==> src/design/ppvd_pkg.sv <==
// ----------------------------------------------------------------------------
// Piezo peak velocity detector package
// Shared widths, register indexes, controller states and command/status types.
// ----------------------------------------------------------------------------
package ppvd_pkg;

	// Field widths.
	localparam int SAMPLE_BITS = 12;
	localparam int TIME_BITS   = 32;
	localparam int WIN_BITS    = 16;
	localparam int VEL_BITS    = 7;
	localparam int CFG_BITS    = 16;
	localparam int IDX_BITS    = 2;

	// The scaled numerator (peak - threshold) * 126 needs seven extra bits.
	localparam int NUM_BITS = SAMPLE_BITS + 7;
	localparam int CNT_BITS = $clog2(NUM_BITS);

	// Register reset values.
	localparam logic [SAMPLE_BITS-1:0] THR_RESET  = SAMPLE_BITS'(400);
	localparam logic [SAMPLE_BITS-1:0] FULL_RESET = SAMPLE_BITS'(4095);
	localparam logic [WIN_BITS-1:0]    SCAN_RESET = WIN_BITS'(10);
	localparam logic [WIN_BITS-1:0]    MASK_RESET = WIN_BITS'(50);

	// Velocity limits.
	localparam logic [VEL_BITS-1:0] VEL_MIN = VEL_BITS'(1);
	localparam logic [VEL_BITS-1:0] VEL_MAX = VEL_BITS'(127);

	// Configuration register indexes.
	typedef enum logic [IDX_BITS-1:0] {
		REG_THRESHOLD = 2'd0,
		REG_FULL      = 2'd1,
		REG_SCAN_WIN  = 2'd2,
		REG_MASK_WIN  = 2'd3
	} ppvd_reg_t;

	// Controller states.
	typedef enum logic [2:0] {
		ST_IDLE,
		ST_EVAL,
		ST_DIV,
		ST_FIN,
		ST_OUT
	} ppvd_state_t;

	// Commands from the controller to the datapath.
	typedef struct packed {
		logic capture;
		logic eval;
		logic div_step;
		logic finish;
		logic load_out;
	} ppvd_cmd_t;

	// Status from the datapath to the controller.
	typedef struct packed {
		logic hit;
		logic direct;
		logic div_done;
	} ppvd_status_t;

endpackage

==> src/design/ppvd_ctrl.sv <==
// ----------------------------------------------------------------------------
// Piezo peak velocity detector controller
// Sequences capture, evaluation, the iterative divide and the output transfer.
// ----------------------------------------------------------------------------
module ppvd_ctrl (
	input  logic                  clk,
	input  logic                  arst_n,
	input  logic                  in_valid,
	output logic                  in_ready,
	output logic                  out_valid,
	input  logic                  out_ready,
	input  ppvd_pkg::ppvd_status_t status,
	output ppvd_pkg::ppvd_cmd_t    cmd
);
	import ppvd_pkg::*;

	ppvd_state_t state_q;
	ppvd_state_t state_d;
	logic        out_valid_q;
	logic        out_free;

	// The output register may be loaded when empty or when its transfer completes now.
	assign out_free  = !out_valid_q || out_ready;
	assign out_valid = out_valid_q;

	// State register.
	always_ff @(posedge clk or negedge arst_n) begin
		if (!arst_n) begin
			state_q <= ST_IDLE;
		end else begin
			state_q <= state_d;
		end
	end

	// Output valid flag.
	always_ff @(posedge clk or negedge arst_n) begin
		if (!arst_n) begin
			out_valid_q <= 1'b0;
		end else if (cmd.load_out) begin
			out_valid_q <= 1'b1;
		end else if (out_ready) begin
			out_valid_q <= 1'b0;
		end
	end

	// Next state and commands.
	always_comb begin
		state_d  = state_q;
		cmd      = '0;
		in_ready = 1'b0;
		case (state_q)
			ST_IDLE: begin
				in_ready    = 1'b1;
				cmd.capture = in_valid;
				if (in_valid) begin
					state_d = ST_EVAL;
				end
			end
			ST_EVAL: begin
				cmd.eval = 1'b1;
				if (!status.hit) begin
					state_d = ST_IDLE;
				end else if (status.direct) begin
					state_d = ST_OUT;
				end else begin
					state_d = ST_DIV;
				end
			end
			ST_DIV: begin
				cmd.div_step = 1'b1;
				if (status.div_done) begin
					state_d = ST_FIN;
				end
			end
			ST_FIN: begin
				cmd.finish = 1'b1;
				state_d    = ST_OUT;
			end
			ST_OUT: begin
				if (out_free) begin
					cmd.load_out = 1'b1;
					state_d      = ST_IDLE;
				end
			end
			default: begin
				state_d = ST_IDLE;
			end
		endcase
	end

endmodule

==> src/design/ppvd_datapath.sv <==
// ----------------------------------------------------------------------------
// Piezo peak velocity detector datapath
// Configuration registers, scan and mask state, and a restoring divider.
// ----------------------------------------------------------------------------
module ppvd_datapath (
	input  logic                                  clk,
	input  logic                                  arst_n,
	input  logic                                  cfg_we,
	input  logic [ppvd_pkg::IDX_BITS-1:0]         cfg_index,
	input  logic [ppvd_pkg::CFG_BITS-1:0]         cfg_data,
	input  logic [ppvd_pkg::SAMPLE_BITS-1:0]      sample,
	input  logic [ppvd_pkg::TIME_BITS-1:0]        now_ms,
	output logic [ppvd_pkg::VEL_BITS-1:0]         velocity,
	input  ppvd_pkg::ppvd_cmd_t                   cmd,
	output ppvd_pkg::ppvd_status_t                status
);
	import ppvd_pkg::*;

	// Configuration registers.
	logic [SAMPLE_BITS-1:0] thr_q;
	logic [SAMPLE_BITS-1:0] full_q;
	logic [WIN_BITS-1:0]    scan_win_q;
	logic [WIN_BITS-1:0]    mask_win_q;

	// Detector state.
	logic                   scanning_q;
	logic                   masking_q;
	logic [SAMPLE_BITS-1:0] peak_q;
	logic [TIME_BITS-1:0]   scan_start_q;
	logic [TIME_BITS-1:0]   mask_end_q;

	// Captured item and divider registers.
	logic [SAMPLE_BITS-1:0] sample_q;
	logic [TIME_BITS-1:0]   now_q;
	logic [SAMPLE_BITS-1:0] span_q;
	logic [NUM_BITS-1:0]    num_q;
	logic [SAMPLE_BITS-1:0] rem_q;
	logic [CNT_BITS-1:0]    cnt_q;
	logic [VEL_BITS-1:0]    fin_q;
	logic [VEL_BITS-1:0]    velocity_q;

	// Evaluation terms.
	logic                   released;
	logic                   active;
	logic                   trigger;
	logic [SAMPLE_BITS-1:0] new_peak;
	logic [TIME_BITS-1:0]   elapsed;
	logic                   hit;
	logic                   full_low;
	logic                   peak_low;
	logic [SAMPLE_BITS-1:0] diff;
	logic [NUM_BITS-1:0]    scaled;

	// Divider step terms.
	logic [SAMPLE_BITS:0]   rem_shift;
	logic                   q_bit;
	logic [SAMPLE_BITS:0]   rem_sub;

	// Masking release, scan trigger and scan elapsed tests.
	assign released = !masking_q || (now_q > mask_end_q);
	assign active   = released;
	assign trigger  = active && !scanning_q && (sample_q > thr_q);
	assign new_peak = (sample_q > peak_q) ? sample_q : peak_q;
	assign elapsed  = now_q - scan_start_q;
	assign hit      = active && scanning_q && (elapsed >= TIME_BITS'(scan_win_q));

	// Special cases that bypass the divider.
	assign full_low = (full_q <= thr_q);
	assign peak_low = (new_peak <= thr_q);
	assign diff     = new_peak - thr_q;
	assign scaled   = (NUM_BITS'(diff) << 7) - (NUM_BITS'(diff) << 1);

	assign status.hit      = hit;
	assign status.direct   = full_low || peak_low;
	assign status.div_done = (cnt_q == CNT_BITS'(NUM_BITS - 1));

	// One restoring division step.
	assign rem_shift = {rem_q, num_q[NUM_BITS-1]};
	assign rem_sub   = rem_shift - {1'b0, span_q};
	assign q_bit     = (rem_shift >= {1'b0, span_q});

	// Configuration writes.
	always_ff @(posedge clk or negedge arst_n) begin
		if (!arst_n) begin
			thr_q      <= THR_RESET;
			full_q     <= FULL_RESET;
			scan_win_q <= SCAN_RESET;
			mask_win_q <= MASK_RESET;
		end else if (cfg_we) begin
			case (cfg_index)
				REG_THRESHOLD: thr_q      <= cfg_data[SAMPLE_BITS-1:0];
				REG_FULL:      full_q     <= cfg_data[SAMPLE_BITS-1:0];
				REG_SCAN_WIN:  scan_win_q <= cfg_data[WIN_BITS-1:0];
				REG_MASK_WIN:  mask_win_q <= cfg_data[WIN_BITS-1:0];
				default: begin
				end
			endcase
		end
	end

	// Detector state update on evaluation.
	always_ff @(posedge clk or negedge arst_n) begin
		if (!arst_n) begin
			scanning_q   <= 1'b0;
			masking_q    <= 1'b0;
			peak_q       <= '0;
			scan_start_q <= '0;
			mask_end_q   <= '0;
		end else if (cmd.eval && active) begin
			masking_q <= 1'b0;
			if (trigger) begin
				scanning_q   <= 1'b1;
				scan_start_q <= now_q;
				peak_q       <= sample_q;
			end else if (scanning_q) begin
				peak_q <= new_peak;
				if (hit) begin
					scanning_q <= 1'b0;
					masking_q  <= 1'b1;
					mask_end_q <= now_q + TIME_BITS'(mask_win_q);
				end
			end
		end
	end

	// Item capture.
	always_ff @(posedge clk) begin
		if (cmd.capture) begin
			sample_q <= sample;
			now_q    <= now_ms;
		end
	end

	// Divider: set up on evaluation, then one quotient bit per cycle.
	always_ff @(posedge clk) begin
		if (cmd.eval) begin
			span_q <= full_q - thr_q;
			num_q  <= scaled;
			rem_q  <= '0;
			cnt_q  <= '0;
			fin_q  <= full_low ? VEL_MAX : VEL_MIN;
		end else if (cmd.div_step) begin
			num_q <= {num_q[NUM_BITS-2:0], q_bit};
			rem_q <= q_bit ? rem_sub[SAMPLE_BITS-1:0] : rem_shift[SAMPLE_BITS-1:0];
			cnt_q <= cnt_q + CNT_BITS'(1);
		end else if (cmd.finish) begin
			// Quotient plus one, clamped to the top velocity.
			fin_q <= (num_q >= NUM_BITS'(126)) ? VEL_MAX : (num_q[VEL_BITS-1:0] + VEL_MIN);
		end
	end

	// Output data register.
	always_ff @(posedge clk) begin
		if (cmd.load_out) begin
			velocity_q <= fin_q;
		end
	end

	assign velocity = velocity_q;

endmodule

==> src/design/piezo_peak_velocity_detector_unit.sv <==
// ----------------------------------------------------------------------------
// Piezo peak velocity detector
// Drum trigger: scans for the peak after a threshold crossing, maps it to a
// velocity of 1 to 127 and then masks further hits for a set time.
// ----------------------------------------------------------------------------
//  Channel | Signals                             | Transfer
//  --------+-------------------------------------+----------------------------
//  input   | in_valid, in_ready, sample, now_ms  | in_valid and in_ready high
//  output  | out_valid, out_ready, velocity      | out_valid and out_ready high
//  config  | cfg_we, cfg_index, cfg_data         | cfg_we high, no wait
//
// An item without a result passes only through capture and evaluation; an
// item with a velocity also runs the one-bit-per-cycle restoring divider (19
// steps), then the finishing and output load states. Special-case velocities
// skip the divider and the finishing state. Reset is asynchronous and
// restores the register defaults. One output register lets the next item enter
// while a velocity waits; a second velocity then holds the input until the
// first one is taken.
module piezo_peak_velocity_detector_unit (
	input  logic                             clk,
	input  logic                             arst_n,
	input  logic                             cfg_we,
	input  logic [ppvd_pkg::IDX_BITS-1:0]    cfg_index,
	input  logic [ppvd_pkg::CFG_BITS-1:0]    cfg_data,
	input  logic                             in_valid,
	output logic                             in_ready,
	input  logic [ppvd_pkg::SAMPLE_BITS-1:0] sample,
	input  logic [ppvd_pkg::TIME_BITS-1:0]   now_ms,
	output logic                             out_valid,
	input  logic                             out_ready,
	output logic [ppvd_pkg::VEL_BITS-1:0]    velocity
);
	import ppvd_pkg::*;

	ppvd_cmd_t    cmd;
	ppvd_status_t status;

	// Sequencer.
	ppvd_ctrl u_ctrl (
		.clk      (clk),
		.arst_n   (arst_n),
		.in_valid (in_valid),
		.in_ready (in_ready),
		.out_valid(out_valid),
		.out_ready(out_ready),
		.status   (status),
		.cmd      (cmd)
	);

	// Registers, state and divider.
	ppvd_datapath u_datapath (
		.clk      (clk),
		.arst_n   (arst_n),
		.cfg_we   (cfg_we),
		.cfg_index(cfg_index),
		.cfg_data (cfg_data),
		.sample   (sample),
		.now_ms   (now_ms),
		.velocity (velocity),
		.cmd      (cmd),
		.status   (status)
	);

endmodule

==> config.mk <==
export PLATFORM = sky130hd
export DESIGN_NAME = piezo_peak_velocity_detector_unit
export DESIGN_NICKNAME = d
export VERILOG_FILES = /design/src/design/ppvd_pkg.sv /design/src/design/ppvd_ctrl.sv /design/src/design/ppvd_datapath.sv /design/src/design/piezo_peak_velocity_detector_unit.sv
export SDC_FILE = /design/constraint.sdc
export NUM_CORES = 1
export LEC_CHECK = 0
export BUFFER_PORTS_ARGS = -buffer_cell sky130_fd_sc_hd__clkbuf_2
export CAP_MARGIN = 20
export CELL_PAD_IN_SITES_DETAIL_PLACEMENT = 1
export CELL_PAD_IN_SITES_GLOBAL_PLACEMENT = 1
export CORE_MARGIN = 5
export CORE_UTILIZATION = 54
export CTS_CLUSTER_SIZE = 28
export DETAILED_ROUTE_END_ITERATION = 6
export PLACE_DENSITY_LB_ADDON = 0.1
export REMOVE_ABC_BUFFERS = 1
export SLEW_MARGIN = 20
export SYNTH_ARGS = -nofsm -noshare
export SYNTH_HDL_FRONTEND = slang
export SYNTH_HIERARCHICAL = 1
export SYNTH_SLANG_ARGS = --single-unit
==> constraint.sdc <==
create_clock -name clk -period 11.6 [get_ports clk]
set_clock_uncertainty 0.05 [all_clocks]
set_input_delay 2.32 -clock clk [delete_from_list [all_inputs] [get_ports clk]]
set_output_delay 2.32 -clock clk [all_outputs]
set_load 0.005 [all_outputs]
==> flow_summary.json <==
{
  "status": "finished clean",
  "fp.dieW_um": 182,
  "start_kind": "flop",
  "areaGrowthSynthToFinish_pct": 11.0,
  "yosysUniqueCellTypes": 90,
  "fin_nets": 1872,
  "synthFlopType": "dfrtp_1",
  "diodes": 0,
  "synth_largest_area_cell": "dfrtp_1",
  "min_path_type": "flop to flop",
  "hpwl_um": 30700,
  "drv_cap": 0,
  "grt_overflow": 0,
  "synth_edf_count": 89,
  "dr.pass1.iters": 4,
  "holdPathStages": 0,
  "tns_ns": 0,
  "synth_top_area_share_pct": 18.5,
  "drt-total-wl_um": 40800,
  "cp.required_ns": 11.84,
  "num_rows": 63,
  "io_buffers": 75,
  "synthesis.area_um2": 16000,
  "die_y_um": 182,
  "reg2reg_depth": 24,
  "synth_seq_cells": 244,
  "final_cell_area_um2": 17700,
  "cts_hold_buf": 0,
  "cp.depth": 24,
  "clk_pin_slew_worst_paths_ns": 0.06,
  "grt_pass1_vias": 13039,
  "worst_pin_slew_ns": 1.15,
  "wl_per_cell_um": 19.9,
  "synth_cells": 1554,
  "crit_arrival_ns": 6.41,
  "synth-seq-area-share_pct": 40.7,
  "rsz0062_at_grt": "false",
  "finalHoldViolCount": 0,
  "critPathKind": "flop to flop",
  "grt_usage_pct": 24.6,
  "grt_first_pass_wirelength_um": 67200,
  "critical_path.max_fanout": 16,
  "async_reset_ff_share_pct": 56.6,
  "cts_sinks": 244,
  "coreArea_um2": 29400,
  "grt_start_max_net_pins": 98,
  "antenna_found_initial": 0,
  "cts-root-buf": "clkbuf_16",
  "slew_headroom_pct": 23.2,
  "drtIter0Drc": 459,
  "io_pins": 76,
  "routed_via_density": 5.84,
  "yosys_warnings": 6,
  "synth.avg_cell_area_um2": 10.3,
  "htreeDepth": 1,
  "place_area_um2": 16700,
  "n_fill_cell": 3253,
  "synth_area_leaders": "dfrtp_1 (18%), edfxtp_1 (17%), ha_1 (13%), mux2_2 (7.0%), inv_1 (3.8%)",
  "post-route-period-util_pct": 53.2,
  "drv_slew": 0,
  "worst-path-buf-inv": 1,
  "cts_setup_buffers": 0,
  "finalSetupViolCount": 0,
  "period_needed_ns": 6.17,
  "path_cells": "ha_1 -> a21o_1 -> a21o_1 -> a21oi_1 -> nor2_1 -> a2111oi_0 -> nor2_1 -> buf_4 -> o21ai_0 -> ha_1 -> nor2b_1 -> o21ai_1 -> a21oi_1 -> o211ai_1 -> o211ai_1 -> a21o_1 -> a21oi_1 -> xor2_1 -> ha_1 -> o21ai_0 -> o21ai_0 -> nor4b_1 -> xnor2_1 -> mux2_2",
  "start_util_pct": 54.3,
  "cts_made_buffers": 29,
  "clkLatencyLatePin_ns": 0.55,
  "fmax_ghz": 0.162,
  "crit_path_end_kind": "flop",
  "ant_nets": 0,
  "max_stage_delay_ns": 0.44,
  "slowest_stage": "edfxtp_1",
  "cts_resized": 0,
  "drive_above_1_share_pct": 17.5,
  "cts_tree": "built",
  "vias": 11945,
  "gp_congestion": 0.897,
  "drc": 0,
  "die_area_um2": 33100,
  "clk_path_buf_depth": 3,
  "crit_family": "compound AO/OA/AOI/OAI gates"
}
-- cell usage in the layout, fill, tap and decap left out, types with 6 or more instances in the layout --
cell,instances
a211oi_1,17
a21boi_0,6
a21o_1,44
a21oi_1,104
and3_1,9
buf_4,9
clkbuf_16,33
clkbuf_2,74
dfrtp_1,118
dfstp_2,20
dfxtp_1,17
edfxtp_1,89
ha_1,166
inv_1,160
mux2_2,99
mux2i_1,46
nand2_1,94
nand2b_1,17
nand3_1,27
nand4_1,37
nor2_1,87
nor2b_1,22
nor3_1,32
nor4_1,6
o211ai_1,8
o21a_1,6
o21ai_0,65
xnor2_1,44
xor2_1,53
-- per-stage QoR --
step | instances | utilization [%] | hold WS, ns | setup WS [ns]
floorplan | 1519 | - | 0.350 | 5.10
global route | 2046 | 60.2 | 0.380 | 5.03
global placement | 1993 | 56.8 | 0.356 | 5.79
CTS | 2046 | 60.2 | 0.376 | 5.49
finish | 2046 | 60.2 | 0.376 | 5.43
detailed placement | 1993 | 56.8 | 0.359 | 5.53
-- flip-flops by register name (all words and copies together), names as in the netlist --
register                 cells
u_ctrl/out_valid             1
u_ctrl/state_q               3
u_datapath/cnt_q             5
u_datapath/fin_q             7
u_datapath/full_q           12
u_datapath/mask_end_q       32
u_datapath/mask_win_q       16
u_datapath/masking_q         1
u_datapath/now_q            32
u_datapath/num_q            19
u_datapath/peak_q           12
u_datapath/rem_q            12
u_datapath/sample_q         12
u_datapath/scan_start_q     32
u_datapath/scan_win_q       16
u_datapath/scanning_q        1
u_datapath/span_q           12
u_datapath/thr_q            12
u_datapath/velocity          7
-- cells in the mapped netlist (all sizes together) (4+ instances only) --
master	number
inv	160
and2	7
fa	5
o2111ai	4
nand3b	4
o21a	6
mux2	101
a221oi	6
and3	11
a2111oi	5
nor3b	6
clkbuf	17
dfxtp	17
xor2	53
nor4	7
a21oi	108
dfstp	20
a21o	45
nand2b	17
o211ai	8
nand2	94
xnor2	44
a21boi	6
or3	6
nand4	37
o21bai	4
a211o	4
or2	5
o21ai	71
ha	166
edfxtp	89
dfrtp	118
buf	18
o22ai	4
a211oi	21
nor2b	22
and4	5
nand3	27
nor2	88
nor3	33
mux2i	46
-- worst register-to-register path, cell delays in order (launching register included) --
cell	delay [ns]
edfxtp_1	0.44
ha_1	0.33
a21o_1	0.17
a21o_1	0.17
a21oi_1	0.20
nor2_1	0.06
a2111oi_0	0.42
nor2_1	0.21
buf_4	0.24
o21ai_0	0.24
ha_1	0.30
nor2b_1	0.14
o21ai_1	0.29
a21oi_1	0.16
o211ai_1	0.29
o211ai_1	0.18
a21o_1	0.21
a21oi_1	0.19
xor2_1	0.25
ha_1	0.31
o21ai_0	0.11
o21ai_0	0.22
nor4b_1	0.37
xnor2_1	0.10
mux2_2	0.26
-- final cells by class --
class,count,area (um^2),share of cell area (%)
clock buffer,42,910,5.14
clock inverter,11,110,0.622
inverter,160,601,3.39
multi-input combinational,1115,8660,48.9
sequential,244,6490,36.7
tap,390,488,2.76
timing repair buffer,84,449,2.54
-- final timing paths --
path,from,to,slack (ns)
setup / recovery,u_datapath/sample_q[5],u_datapath/num_q[18],5.43
setup reg to reg,u_datapath/sample_q[5],u_datapath/num_q[18],5.43
hold reg to reg,u_datapath/fin_q[2],u_datapath/velocity[2],0.38
max in group asynchronous,arst_n,u_datapath/scan_start_q[28],8.51
min in group asynchronous,arst_n,u_datapath/mask_end_q[11],1.84
hold / removal,u_datapath/fin_q[2],u_datapath/velocity[2],0.38
-- layer usage --
layer | up-vias | global-route usage, % | routed length [um]
met1 | 5982 | 30.1 | 17100
met4 | 0 | 6.36 | 1070
met2 | 158 | 45.9 | 21600
met3 | 66 | 2.68 | 1000
met5 | - | 0 | 0
li1 | 5739 | - | -
-- cell families after synthesis --
kind of cell | after synthesis | share of synthesized area [%]
adders and majority gates | 171 | 13.6
and+or+nand+nor | 378 | 11.9
AOI/OAI and AO/OA | 322 | 13.2
xor gates and xnor gates | 97 | 5.32
buffers and inverters | 195 | 5.19
muxes | 147 | 10.1
DFF | 244 | 40.7
Power is not shown: default switching activity piles up to over one toggle a cycle in this logic, so the estimate is an artifact.
